[config.mk]
export PLATFORM = sky130hd
export DESIGN_NAME = fp16_bf16_fp32_converter_top_flat
export DESIGN_NICKNAME = d
export VERILOG_FILES = /design/src/rtl/fbfc_pkg.sv /design/src/rtl/fbfc_stream_if.sv /design/src/rtl/fbfc_convert.sv /design/src/rtl/fp16_bf16_fp32_converter_top.sv /design/src/flat_wrapper.sv
export VERILOG_INCLUDE_DIRS = /design/src /design/src/rtl
export SDC_FILE = /design/constraint.sdc
export NUM_CORES = 1
export LEC_CHECK = 0
export ABC_AREA = 1
export ABC_CLOCK_PERIOD_IN_PS = 7500
export BUFFER_PORTS_ARGS = -buffer_cell sky130_fd_sc_hd__buf_2
export CORE_UTILIZATION = 60
export CTS_CLUSTER_DIAMETER = 60
export CTS_CLUSTER_SIZE = 28
export DETAILED_ROUTE_END_ITERATION = 16
export PLACE_DENSITY = 0.91
export SLEW_MARGIN = 20
export SYNTH_ARGS = -nofsm -noshare
export SYNTH_HDL_FRONTEND = slang
export SYNTH_HIERARCHICAL = 1
export SYNTH_SLANG_ARGS = --single-unit
[constraint.sdc]
create_clock -name clock -period 7.5 [get_ports clock]
set_input_delay 1.125 -clock clock [delete_from_list [all_inputs] [get_ports clock]]
set_output_delay 1.125 -clock clock [all_outputs]
set_load 0.005 [all_outputs]
[src/rtl/fp16_bf16_fp32_converter_top_assert.svh]
// ----------------------------------------------------------------------------
// fp16_bf16_fp32_converter_top_assert.svh
// Assertion macros for the format converter.
// ----------------------------------------------------------------------------
`ifndef FP16_BF16_FP32_CONVERTER_TOP_ASSERT_SVH
`define FP16_BF16_FP32_CONVERTER_TOP_ASSERT_SVH

// same-cycle implication
`define FBFC_ASSERT_NOW(lbl, ante, cons, msg) \
   lbl: assert property (@(posedge clock) disable iff (reset) (ante) |-> (cons)) \
      else $error(msg);

// next-cycle implication
`define FBFC_ASSERT_NEXT(lbl, ante, cons, msg) \
   lbl: assert property (@(posedge clock) disable iff (reset) (ante) |=> (cons)) \
      else $error(msg);

`endif

[src/rtl/fbfc_pkg.sv]
// ----------------------------------------------------------------------------
// fbfc_pkg
// Types and constants shared by the format converter.
// ----------------------------------------------------------------------------
package fbfc_pkg;

   typedef enum logic [1:0] {
      CMD_H2S  = 2'd0,
      CMD_S2H  = 2'd1,
      CMD_BF2S = 2'd2,
      CMD_S2BF = 2'd3
   } cmd_type;

   localparam logic [15:0] SIGN16     = 16'h8000;
   localparam logic [7:0]  EXP_REBIAS = 8'd112;
   localparam logic [31:0] EXP_ALL32  = 32'h7f80_0000;
   localparam logic [15:0] EXP_ALL16  = 16'h7c00;
   localparam logic [15:0] QUIET16    = 16'h0200;
   localparam logic [23:0] HALF_ULP   = 24'h00_1000;
   localparam logic [23:0] HIDDEN32   = 24'h80_0000;
   localparam logic [31:0] BF_HALF    = 32'h0000_7fff;

   localparam logic [7:0]  SUB_BIAS   = 8'd113;
   localparam logic [7:0]  ZERO_RAW   = 8'd102;
   localparam logic [7:0]  OVF_RAW    = 8'd143;
   localparam logic [7:0]  RAW_ALL1   = 8'hff;
   localparam logic [4:0]  HEXP_ALL1  = 5'h1f;

endpackage

[src/rtl/fbfc_stream_if.sv]
// ----------------------------------------------------------------------------
// fbfc_stream_if
// Valid/ready channels for request and response beats.
// ----------------------------------------------------------------------------
interface fbfc_req_if import fbfc_pkg::*; ();
   logic        valid;
   logic        ready;
   cmd_type     command;
   logic [31:0] operand;

   modport source (output valid, output command, output operand, input ready);
   modport sink   (input valid, input command, input operand, output ready);
endinterface

interface fbfc_rsp_if import fbfc_pkg::*; ();
   logic        valid;
   logic        ready;
   logic [31:0] converted;

   modport source (output valid, output converted, input ready);
   modport sink   (input valid, input converted, output ready);
endinterface

[src/rtl/fbfc_convert.sv]
// ----------------------------------------------------------------------------
// fbfc_convert
// Combinational half / bfloat16 / single conversion of one operand.
// ----------------------------------------------------------------------------
module fbfc_convert import fbfc_pkg::*; (
   input  cmd_type     command,
   input  logic [31:0] operand,
   output logic [31:0] converted
);

   logic        h_sign;
   logic [4:0]  h_exp;
   logic [9:0]  h_man;
   logic [3:0]  h_shift;
   logic [10:0] h_norm;
   logic [7:0]  h_sub_exp;
   logic [31:0] h2s;

   logic        s_sign;
   logic [7:0]  s_raw;
   logic [22:0] s_man;
   logic [15:0] s_sign16;
   logic [3:0]  s_shift;
   logic [23:0] s_sub_norm;
   logic [24:0] s_sub_rnd;
   logic [23:0] s_man_rnd;
   logic [4:0]  s_exp;
   logic [14:0] s_nrm;
   logic [15:0] s2h;

   logic [31:0] bf_sum;

   assign h_sign = operand[15];
   assign h_exp  = operand[14:10];
   assign h_man  = operand[9:0];

   always_comb begin
      h_shift = 4'd0;
      for (int i = 0; i < 10; i++) begin
         if (h_man[i]) begin
            h_shift = 4'(10 - i);
         end
      end
   end

   assign h_norm    = {1'b0, h_man} << h_shift;
   assign h_sub_exp = SUB_BIAS - {4'b0, h_shift};

   always_comb begin
      if (h_exp == 5'd0 && h_man == 10'd0) begin
         h2s = {h_sign, 31'b0};
      end else if (h_exp == 5'd0) begin
         h2s = {h_sign, h_sub_exp, h_norm[9:0], 13'b0};
      end else if (h_exp == HEXP_ALL1) begin
         h2s = {h_sign, 31'b0} | EXP_ALL32 | {9'b0, h_man, 13'b0};
      end else begin
         h2s = {h_sign, {3'b0, h_exp} + EXP_REBIAS, h_man, 13'b0};
      end
   end

   assign s_sign     = operand[31];
   assign s_raw      = operand[30:23];
   assign s_man      = operand[22:0];
   assign s_sign16   = s_sign ? SIGN16 : 16'h0000;
   assign s_shift    = 4'(SUB_BIAS - s_raw);
   assign s_sub_norm = ({1'b0, s_man} | HIDDEN32) >> s_shift;
   assign s_sub_rnd  = {1'b0, s_sub_norm} + {1'b0, HALF_ULP};
   assign s_man_rnd  = {1'b0, s_man} + HALF_ULP;
   assign s_exp      = 5'(s_raw - EXP_REBIAS);
   assign s_nrm      = {s_exp, 10'b0} + {4'b0, s_man_rnd[23:13]};

   always_comb begin
      if (s_raw == RAW_ALL1) begin
         s2h = s_sign16 | EXP_ALL16 | ((s_man != 23'd0) ? QUIET16 : 16'h0000);
      end else if (s_raw < ZERO_RAW) begin
         s2h = s_sign16;
      end else if (s_raw < SUB_BIAS) begin
         s2h = s_sign16 | {5'b0, s_sub_rnd[23:13]};
      end else if (s_raw >= OVF_RAW) begin
         s2h = s_sign16 | EXP_ALL16;
      end else begin
         s2h = {s_sign, s_nrm};
      end
   end

   assign bf_sum = operand + BF_HALF + {31'b0, operand[16]};

   always_comb begin
      case (command)
         CMD_H2S:  converted = h2s;
         CMD_S2H:  converted = {16'b0, s2h};
         CMD_BF2S: converted = {operand[15:0], 16'b0};
         CMD_S2BF: converted = {16'b0, bf_sum[31:16]};
         default:  converted = h2s;
      endcase
   end

endmodule

[src/rtl/fp16_bf16_fp32_converter_top.sv]
// An accepted beat goes through the input register, then the response register.
// Throughput: one beat per cycle; stages advance whenever the response side
//   takes its beat or the response register is empty.
// The path is input register, conversion logic, response register.
// Reset (synchronous) empties both stages; payload registers are not cleared.
// ----------------------------------------------------------------------------
// fp16_bf16_fp32_converter_top
// Half / bfloat16 / single format converter with valid/ready channels.
// ----------------------------------------------------------------------------
`include "fp16_bf16_fp32_converter_top_assert.svh"

module fp16_bf16_fp32_converter_top import fbfc_pkg::*; (
   input  logic         clock,
   input  logic         reset,
   fbfc_req_if.sink     req_chan,
   fbfc_rsp_if.source   rsp_chan
);

   logic        in_valid_ff;
   logic        in_valid_in;
   cmd_type     in_cmd_ff;
   logic [31:0] in_op_ff;
   logic        out_valid_ff;
   logic        out_valid_in;
   logic [31:0] out_data_ff;
   logic [31:0] conv_result;
   logic        out_free;
   logic        out_load;
   logic        req_take;

   assign out_free = !out_valid_ff || rsp_chan.ready;
   assign out_load = in_valid_ff && out_free;
   assign req_chan.ready = !in_valid_ff || out_free;
   assign req_take = req_chan.valid && req_chan.ready;

   assign in_valid_in  = req_take || (in_valid_ff && !out_free);
   assign out_valid_in = out_load || (out_valid_ff && !rsp_chan.ready);

   fbfc_convert u_convert (
      .command   (in_cmd_ff),
      .operand   (in_op_ff),
      .converted (conv_result)
   );

   always_ff @(posedge clock) begin
      if (reset) begin
         in_valid_ff  <= 1'b0;
         out_valid_ff <= 1'b0;
      end else begin
         in_valid_ff  <= in_valid_in;
         out_valid_ff <= out_valid_in;
      end
   end

   always_ff @(posedge clock) begin
      if (req_take) begin
         in_cmd_ff <= req_chan.command;
         in_op_ff  <= req_chan.operand;
      end
      if (out_load) begin
         out_data_ff <= conv_result;
      end
   end

   assign rsp_chan.valid     = out_valid_ff;
   assign rsp_chan.converted = out_data_ff;

   `FBFC_ASSERT_NOW(a_stall_blocks, in_valid_ff && out_valid_ff && !rsp_chan.ready, !req_chan.ready, "request taken while both stages stalled")
   `FBFC_ASSERT_NEXT(a_take_fills, req_take, in_valid_ff, "accepted beat lost from input stage")
   `FBFC_ASSERT_NEXT(a_load_shows, out_load, rsp_chan.valid, "converted beat not presented")
   `FBFC_ASSERT_NEXT(a_half_upper, out_load && (in_cmd_ff == CMD_S2H || in_cmd_ff == CMD_S2BF), rsp_chan.converted[31:16] == 16'h0000, "16-bit result has upper bits set")

endmodule

[src/flat_wrapper.sv]
// flat-port wrapper written by rule: the top's interface ports become plain ports
module fp16_bf16_fp32_converter_top_flat import fbfc_pkg::*;
  (clock, reset, req_chan_valid, req_chan_command, req_chan_operand, req_chan_ready, rsp_chan_valid, rsp_chan_converted, rsp_chan_ready);
  fbfc_req_if req_chan_i ();
  fbfc_rsp_if rsp_chan_i ();
  input  logic clock;
  input  logic reset;
  input wire logic [$bits(req_chan_i.valid)-1:0] req_chan_valid;
  input wire logic [$bits(req_chan_i.command)-1:0] req_chan_command;
  input wire logic [$bits(req_chan_i.operand)-1:0] req_chan_operand;
  output wire logic [$bits(req_chan_i.ready)-1:0] req_chan_ready;
  output wire logic [$bits(rsp_chan_i.valid)-1:0] rsp_chan_valid;
  output wire logic [$bits(rsp_chan_i.converted)-1:0] rsp_chan_converted;
  input wire logic [$bits(rsp_chan_i.ready)-1:0] rsp_chan_ready;
  assign req_chan_i.valid = req_chan_valid;
  assign req_chan_i.command = req_chan_command;
  assign req_chan_i.operand = req_chan_operand;
  assign req_chan_ready = req_chan_i.ready;
  assign rsp_chan_valid = rsp_chan_i.valid;
  assign rsp_chan_converted = rsp_chan_i.converted;
  assign rsp_chan_i.ready = rsp_chan_ready;
  fp16_bf16_fp32_converter_top u_core (.clock(clock), .reset(reset), .req_chan(req_chan_i), .rsp_chan(rsp_chan_i));
endmodule
Word-level counts from Yosys, hierarchy flattened
Index checks and enable logic that the tools add are counted.
W data, S select, Z words.
Operators by class
  reductions and logical operators: 17
  bitwise gates (word level): 3
  shifts and indexed selects: 2
  eq/ne operators: 5
  multiplexer cells: 20
  $add $sub $neg: 9
  magnitude comparators: 3
Operators with widths (number)
  $pmux W32 S4: 1
  $mux W32: 3
  $mux W16: 5
  $mux W4: 10
  $add A32 B1 Y32: 1
  $add A32 B15 Y32 const B: 1
  $or A32 B23 Y32: 1
  $add A23 B13 Y24 const B: 1
  $add A24 B13 Y24 const B: 1
  $shr A24 B4 Y24: 1
  $reduce_bool A23 Y1: 1
  $lt A8 B7 Y1 const B: 2
  $or A16 B10 Y16: 1
  $or A16 B11 Y16: 1
  $add A15 B11 Y15: 1
  $logic_not A10 Y1: 1
  $mux W10: 1
  $shl A10 B4 Y10: 1
  $add A5 B7 Y8 const B: 1
  $eq A8 B8 Y1 const B: 1
  $ge A8 B8 Y1 const B: 1
  $sub A7 B4 Y8 const A: 1
  $eq A5 B5 Y1 const B: 1
  $logic_and A1 B1 Y1: 5
  other kinds (8): 15
Storage, ports and cells
  register bits: 68
  logic and storage cells: 64

Longest topological paths before layout
Gate-level depths: netlist (run 1).
  word-level depth: 14
  depth in mapped cells: 19
  mapped depth without buffers: 19

Cells and area by module
The synthesis (run 1) kept the hierarchy.
Modules (own cells, without submodules)
  fbfc_convert: cells each 531, area each 2546.2 um^2, sequential area each 0.0 um^2, times used 1
  fp16_bf16_fp32_converter_top: cells each 78, area each 2073.2 um^2, sequential area each 2021.9 um^2, times used 1

Worst setup path before layout (run 1)
OpenSTA, ideal clock, no wires.
  path kind: in2reg
  start point: input rsp_chan_ready
  end point: register u_core.out_data_ff[0], in the netlist u_core/rsp_chan.converted[0], enable pin
  stages on the path: 2
  slack: 4.336 ns
  arrival time: 2.733 ns
  buffers on the path: 0
  data required time: 7.068 ns
  cells stage by stage: inv_2 > a21oi_1
Between the ends
  cells in the longest elaborated chain, start to end: 2
Ends and longest elaborated chain
  start, declared: RTL line flat_wrapper.sv:14  | input wire logic [$bits(rsp_chan_i.ready)-1:0] rsp_chan_ready;
  $logic_or A1 B1 Y1: RTL line fp16_bf16_fp32_converter_top.sv:31  | assign out_free = !out_valid_ff || rsp_chan.ready;
  $logic_and A1 B1 Y1: RTL line fp16_bf16_fp32_converter_top.sv:32  | assign out_load = in_valid_ff && out_free;
  net u_core.out_load: RTL line fp16_bf16_fp32_converter_top.sv:28  | logic out_load;
  end signal, assigned: RTL line fp16_bf16_fp32_converter_top.sv:61  | out_data_ff <= conv_result;
  end, declared: RTL line fp16_bf16_fp32_converter_top.sv:25  | logic [31:0] out_data_ff;
The timed path passes the listed nets, and every way through them passes these cells.
A chain may end at the register's enable or synchronous reset.

Final worst setup path (run 1)
  start point: register u_core.in_op_ff[24]
  end point: register u_core.out_data_ff[9], in the netlist u_core/rsp_chan.converted[9] (data pin)
Between the ends
  cells in the longest elaborated chain, start to end: 8
  elaborated cells on any way between the ends: 15
Ends and longest elaborated chain
  start, declared: RTL line fp16_bf16_fp32_converter_top.sv:22  | logic [31:0] in_op_ff;
  start signal, assigned: RTL line fp16_bf16_fp32_converter_top.sv:58  | in_op_ff <= req_chan.operand;
  $sub A1 B4 Y4: RTL line fbfc_convert.sv:65  | assign s_shift = 4'(SUB_BIAS - s_raw);
  $shr A24 B4 Y24: RTL line fbfc_convert.sv:66  | assign s_sub_norm = ({1'b0, s_man} | HIDDEN32) >> s_shift;
  $add A24 B13 Y24: RTL line fbfc_convert.sv:67  | assign s_sub_rnd = {1'b0, s_sub_norm} + {1'b0, HALF_ULP};
  $or A16 B11 Y16: RTL line fbfc_convert.sv:78  | s2h = s_sign16 | {5'b0, s_sub_rnd[23:13]};
  $mux W16: RTL line fbfc_convert.sv:77  | end else if (s_raw < SUB_BIAS) begin
  $mux W16: RTL line fbfc_convert.sv:75  | end else if (s_raw < ZERO_RAW) begin
  $mux W16: RTL line fbfc_convert.sv:73  | if (s_raw == RAW_ALL1) begin
  $pmux W32 S4 (*): RTL line fbfc_convert.sv:89  | case (command)
  net u_core.conv_result[9]: RTL line fp16_bf16_fp32_converter_top.sv:26  | logic [31:0] conv_result;
The timed path passes the listed nets; every way through them passes the cells marked *.

==> flow_metrics.tcl, run 1 <==
set metrics [dict create \
    initial_core_util_pct 63.0 \
    global_route_wire_length_before_repair_um 20700 \
    num_ports 72 \
    grt.total_usage_pct 32.7 \
    clk_pin_slew_worst_paths_ns 0.07 \
    routability_congestion 0.989 \
    grt_setup_unrepaired "false" \
    synth_top_area_share_pct 42.9 \
    cellLeakagePower_nw 2.36 \
    vdd_drop_max_mv 0.140 \
    grt_pass1_vias 4354 \
    detail_route.iter0.violations 832 \
    synthesis.area_um2 4620 \
    antenna_cells_inserted 0 \
    numCtsBuffers 9 \
    cts.htree.levels 3 \
    die_area_um2 8050 \
    cts.sink_count 68 \
    holdBufCountCts 0 \
    wl_per_cell_um 16.4 \
    drive_above_1_share_pct 17.5 \
    post_cts_resized 0 \
    synth-warning-count 6 \
    worstSetupPathType "flop to flop" \
    final.fill_count 589 \
    cts.repair_timing.setup_buffer_count 0 \
    synth_area_per_cell_um2 7.59 \
    path_delay_family "simple AND/OR/NAND/NOR gates" \
    fin_skew_ns 0.00769 \
    kind_of_end_point_of_the_critical_path "flop" \
    cts_root_buffer "sky130_fd_sc_hd__clkbuf_8" \
    post_dp_hpwl_um 9880 \
    cp_common_cell "sky130_fd_sc_hd__nand2_1" \
    synthTopCellsByArea "sky130_fd_sc_hd__edfxtp_1, sky130_fd_sc_hd__nand2_1, sky130_fd_sc_hd__nand3_1" \
    syn-num-nets 655 \
    final_hold_viol_count 0 \
    data_required_time_of_the_worst_path_ns 7.58 \
    synthDominantAreaCellType "sky130_fd_sc_hd__edfxtp_1" \
    drc 0 \
    area_growth_pct 14.2 \
    dr_total_vias 4796 \
    max-clock-path-buffers 2 \
    timing.critical_path.fanout_max 16 \
    setup-violations-final 0 \
    critical_path_cell_list "inv_2 > ha_1 > xor2_1 > inv_1 > a21oi_1 > o21ai_1 > nand2_1 > ha_1 > nand3_1 > nor2_1 > nand3_1 > nand2_1 > nand3_1 > nand2_1 > nand2_1 > nand2_1 > nand2_1" \
    height_of_the_die_um 89.7 \
    grt_start_max_net_pins 35 \
    hp-class "flop to flop" \
    clock.fmax_mhz 264 \
    run_status "finished, final reports clean" \
    timing.final.ws_setup_ns 3.72 \
    instances_no_fill 785 \
    final_common_cell "sky130_fd_sc_hd__nand2_1" \
    seq_area_frac_synth_pct 43.8 \
    layout_worst_path_cycle_share_pct 50.4 \
    port-buffer-count 71 \
    register_area_um2 2020 \
    die_wd_um 89.7 \
    cap_viol_max_count 0 \
    most-common-layout-cells "sky130_fd_sc_hd__nand2_1, sky130_fd_sc_hd__nand3_1, sky130_fd_sc_hd__buf_2" \
    critical_path.max_stage_delay_ns 0.71 \
    num-nets-final 727 \
    critPathLaunchType "flop" \
    final_antenna_net_count 0 \
    fin_util_pct 72.0 \
    synth-seq-cells 68 \
    timing.critical_path.buf_inv 2 \
    multi_input_area_um2 2250 \
    globalRouteOverflowTotal 0 \
    drt-vias-per-instance 6.11 \
    synth_cells 609 \
    fin_crit_ns 3.78 \
    power.density_nw_per_um2 186 \
    placed_cells 769 \
    pin_slew_with_the_least_headroom_to_its_limit_ns 1.09 \
    arrival_time_at_the_worst_endpoint_ns 3.87 \
    critPathSlowestCell "sky130_fd_sc_hd__edfxtp_1" \
    grt_antenna_before_repair 1 \
    clock_insertion_delay_worst_skew_ns 0.34 \
    maxSlewHeadroom_pct 27.1 \
    wirelength_um 12900 \
    cts_tree "yes" \
    row_count 31 \
    placement.setup.worst_slack_ns 3.83 \
    final-max-slew-violation-count 0 \
    setup_total_negative_slack_ns 0 \
    detailedRoute.firstPassIterationCount 7 \
    synth.distinct_cells 37 \
    fp.coreArea_um2 7330 \
]
==> tightest hold or removal path: cells and delay by family (launching register included) <==
| kind | cells | cell delay [ns] |
|---|---|---|
| and+or+nand+nor | 1 | 0.10 |
| AOI/OAI and AO/OA | 1 | 0.05 |
| DFF | 1 | 0.32 |
==> flip-flops by register name, indices dropped and copies added, names as in the netlist <==
name and cells:
u_core/in_cmd_ff 2, u_core/in_op_ff 32, u_core/rsp_chan.converted 32, u_core/rsp_chan.valid 1, u_core/in_valid_ff 1
==> report_power, final <==
group,leakage (nW),internal (W),switching [W]
Clock,0.106,0.000188,0.000139
Sequential,0.659,0.000443,0.0000198
Combinational,1.59,0.0000594,0.000130
Total,2.36,0.000690,0.000289
==> cells in the mapped netlist <==
library cell and number:
sky130_fd_sc_hd__inv_1 63, sky130_fd_sc_hd__nor4_4 1, sky130_fd_sc_hd__nor2_1 38, sky130_fd_sc_hd__nand2_1 173, sky130_fd_sc_hd__buf_4 3, sky130_fd_sc_hd__clkinv_1 3, sky130_fd_sc_hd__buf_2 6, sky130_fd_sc_hd__xor2_1 9
sky130_fd_sc_hd__o21a_1 2, sky130_fd_sc_hd__nor3_2 3, sky130_fd_sc_hd__inv_2 14, sky130_fd_sc_hd__nor2_2 3, sky130_fd_sc_hd__o31ai_1 5, sky130_fd_sc_hd__mux2i_1 1, sky130_fd_sc_hd__dfxtp_1 2, sky130_fd_sc_hd__nand3_1 85
sky130_fd_sc_hd__ha_1 8, sky130_fd_sc_hd__nand4_1 10, sky130_fd_sc_hd__nor2_4 1, sky130_fd_sc_hd__a21oi_2 3, sky130_fd_sc_hd__nor3_1 10, sky130_fd_sc_hd__a31oi_1 4, sky130_fd_sc_hd__o211ai_1 6, sky130_fd_sc_hd__or2_2 2
sky130_fd_sc_hd__clkbuf_1 2, sky130_fd_sc_hd__o32ai_1 1, sky130_fd_sc_hd__o22ai_1 7, sky130_fd_sc_hd__a21oi_1 34, sky130_fd_sc_hd__o21ai_1 8, sky130_fd_sc_hd__nand3_2 1, sky130_fd_sc_hd__o21ai_0 28, sky130_fd_sc_hd__o21bai_1 1
sky130_fd_sc_hd__edfxtp_1 66, sky130_fd_sc_hd__nand2_2 2, sky130_fd_sc_hd__nor4_1 2, sky130_fd_sc_hd__a31oi_4 1, sky130_fd_sc_hd__a41oi_1 1
==> path summary, 6_finish.rpt <==
path / startpoint / endpoint / slack [ns] / depth (start not counted)
worst max-delay path: u_core/in_op_ff[24] / u_core/rsp_chan.converted[9] / 3.72 / 17
worst min-delay path: u_core/in_valid_ff / u_core/in_valid_ff / 0.51 / 2
worst max register to register: u_core/in_op_ff[24] / u_core/rsp_chan.converted[9] / 3.72 / 17
worst min register to register: u_core/in_valid_ff / u_core/in_valid_ff / 0.51 / 2
==> cell type report <==
| class | instances | area share, % |
|---|---|---|
| tap | 99 | 2.35 |
| clock buffer | 10 | 2.42 |
| sequential | 68 | 38.3 |
| inverter | 80 | 5.69 |
| timing repair buffer | 72 | 6.88 |
| multi-input combinational | 450 | 42.6 |
| clock inverter | 6 | 1.71 |
==> kinds of logic after synthesis <==
kind of cell | Yosys count | synth area share, %
adder cells (fa/ha/maj) | 8 | 2.17
flip-flops | 68 | 43.8
buffers and inverters | 91 | 7.80
AND/OR/NAND/NOR | 331 | 31.6
multiplexers | 1 | 0.217
AO/OA/AOI/OAI | 101 | 12.8
XOR/XNOR | 9 | 1.71
==> stage by stage <==
stage	cell area [um2]	total power, W	hold slack (ns)
floorplan	4620	0.000592	0.457
global route	5280	0.00101	0.523
CTS	5280	0.000973	0.504
global placement	5060	0.000647	0.481
finish	5280	0.000979	0.505
detailed placement	5060	0.000651	0.493
==> layer usage <==
layer / up-vias / wire [um] / global-route usage [%]
li1: 2231 / - / -
met1: 2120 / 5080 / 43.5
met2: 392 / 5660 / 51.2
met3: 51 / 1770 / 9.14
met4: 2 / 368 / 11.6
met5: - / 13 / 0
Power figures use the tool's default switching activity.
==> run 2, diff against run 1 <==
Settings changed: ABC_CLOCK_PERIOD_IN_PS 7500 to 3800, CORE_UTILIZATION 60 to 58, PLACE_DENSITY 0.91 to 0.88.
Clock period 7.5 ns to 3.8 ns, I/O delays scaled along.
==> run 2 against run 1 <==
Net effect: global-route usage down 1.1 points; sequential share of layout area about the same; non-clock buffer count up 5; flip-flop and latch count unchanged; final area down 0.12%; register-to-register slack worse by 2.8 ns; total power up 84%; critical endpoint unchanged; wire length down 2.0%; worst hold slack worse by 0.12 ns; critical path depth down 1; die area up 3.4%.
==> flow_metrics.tcl, run 2 (synthesized netlist as in run 1, its figures left out) <==
set metrics [dict create \
    pin_slew_with_the_least_headroom_to_its_limit_ns 0.993 \
    area_growth_pct 14.1 \
    critical_path_cell_list "inv_1 > ha_1 > inv_1 > nand3_1 > o21ai_1 > nand2_1 > ha_1 > nand3_1 > nor2_1 > nand3_1 > nand2_1 > nand3_1 > nand2_1 > nand2_1 > nand2_1 > nand2_1" \
    numCtsBuffers 9 \
    min_from "reset" \
    drc 0 \
    holdBufCountCts 0 \
    hp-class "input port to flop" \
    drt-vias-per-instance 5.95 \
    num-nets-final 732 \
    num_ports 72 \
    final_common_cell "sky130_fd_sc_hd__nand2_1" \
    fin_util_pct 68.2 \
    detailedRoute.firstPassIterationCount 6 \
    cts.sink_count 68 \
    timing.critical_path.fanout_max 11 \
    instances_no_fill 793 \
    wirelength_um 12600 \
    antenna_cells_inserted 0 \
    arrival_time_at_the_worst_endpoint_ns 2.95 \
    grt_pass1_vias 4230 \
    grt.total_usage_pct 31.6 \
    worstSetupPathType "flop to flop" \
    run_status "finished, final reports clean" \
    timing.critical_path.buf_inv 2 \
    grt_antenna_before_repair 0 \
    final_antenna_net_count 0 \
    globalRouteOverflowTotal 0 \
    die_wd_um 91.2 \
    critPathLaunchType "flop" \
    die_area_um2 8330 \
    placed_cells 777 \
    register_area_um2 2020 \
    fp.coreArea_um2 7730 \
    drive_above_1_share_pct 17.9 \
    setup_total_negative_slack_ns 0 \
    clk_pin_slew_worst_paths_ns 0.08 \
    port-buffer-count 71 \
    clock.fmax_mhz 348 \
    critical_path.reg2reg.startpoint "u_core/in_op_ff[25]" \
    layout_worst_path_cycle_share_pct 75.6 \
    clock_insertion_delay_worst_skew_ns 0.35 \
    post_cts_resized 0 \
    cts_tree "yes" \
    critPathLaunch "u_core/in_op_ff[25]" \
    cap_viol_max_count 0 \
    multi_input_area_um2 2250 \
    hold-path-cell-count 2 \
    vdd_drop_max_mv 0.256 \
    fin_crit_ns 2.87 \
    cts.repair_timing.setup_buffer_count 0 \
    cellLeakagePower_nw 2.36 \
    path_delay_family "simple AND/OR/NAND/NOR gates" \
    kind_of_end_point_of_the_critical_path "flop" \
    max-clock-path-buffers 2 \
    final.fill_count 684 \
    crit_cells 16 \
    critPathSlowestCell "sky130_fd_sc_hd__ha_1" \
    most-common-layout-cells "sky130_fd_sc_hd__nand2_1, sky130_fd_sc_hd__nand3_1, sky130_fd_sc_hd__buf_2" \
    global_route_wire_length_before_repair_um 20400 \
    fin_skew_ns 0.0119 \
    routability_congestion 1.01 \
    row_count 32 \
    final_hold_viol_count 0 \
    initial_core_util_pct 59.8 \
    power.density_nw_per_um2 342 \
    cts_root_buffer "sky130_fd_sc_hd__clkbuf_8" \
    detail_route.iter0.violations 575 \
    data_required_time_of_the_worst_path_ns 3.88 \
    critical_path.max_stage_delay_ns 0.46 \
    final-max-slew-violation-count 0 \
    grt_start_max_net_pins 35 \
    maxSlewHeadroom_pct 33.6 \
    setup-violations-final 0 \
    grt_setup_unrepaired "false" \
    post_dp_hpwl_um 9750 \
    dr_total_vias 4715 \
    r2r_cells 16 \
    height_of_the_die_um 91.2 \
    cts.htree.levels 3 \
    cp_common_cell "sky130_fd_sc_hd__nand2_1" \
    wl_per_cell_um 15.9 \
]
==> run 2: changes by cell type in the layout (fill, tap and decap cells not counted) <==
cell	before	now
sky130_fd_sc_hd__clkinv_2	1	2
sky130_fd_sc_hd__inv_1	62	63
sky130_fd_sc_hd__clkinvlp_4	1	2
sky130_fd_sc_hd__inv_2	15	14
sky130_fd_sc_hd__bufinv_16	2	0
sky130_fd_sc_hd__buf_4	1	6
==> run 2: final cells by class <==
type / instances / area share (%)
inverters: 80 / 5.70
well taps: 102 / 2.42
flip-flops and latches: 68 / 38.4
clock buffers: 10 / 2.42
multi-input cells: 450 / 42.7
repair buffers: 77 / 7.60
clock inverters: 6 / 0.807
==> run 2: final timing paths <==
kind / to / slack [ns]
max: u_core/rsp_chan.converted[9] / 0.93
min: u_core/in_valid_ff / 0.38
max reg2reg: u_core/rsp_chan.converted[9] / 0.93
min reg2reg: u_core/in_valid_ff / 0.51
==> run 2: per-stage QoR <==
| stage | worst slack, ns | instance area [um2] | hold WS (ns) | total power [W] |
|---|---|---|---|---|
| 3_5_place_dp | 0.970 | 5100 | 0.506 | 0.00129 |
| 3_3_place_gp | 1.06 | 5100 | 0.481 | 0.00128 |
| 5_1_grt | 0.628 | 5270 | 0.362 | 0.00189 |
| 4_1_cts | 0.956 | 5270 | 0.377 | 0.00180 |
| 6_report | 0.926 | 5270 | 0.383 | 0.00180 |
| 2_1_floorplan | 1.06 | 4620 | 0.457 | 0.00117 |
==> run 2: metal layers <==
metal	share of wire, %	global-route usage (%)	wire, um
met5	0	0	0
met4	2.2	10.1	275
met3	12	7.87	1510
met2	43	47.0	5450
met1	43	45.4	5410
==> run 2: where the power goes <==
| group | switching (W) | internal [W] |
|---|---|---|
| clock | 0.000282 | 0.000236 |
| sequential | 0.0000363 | 0.000874 |
| combinational | 0.000253 | 0.000122 |
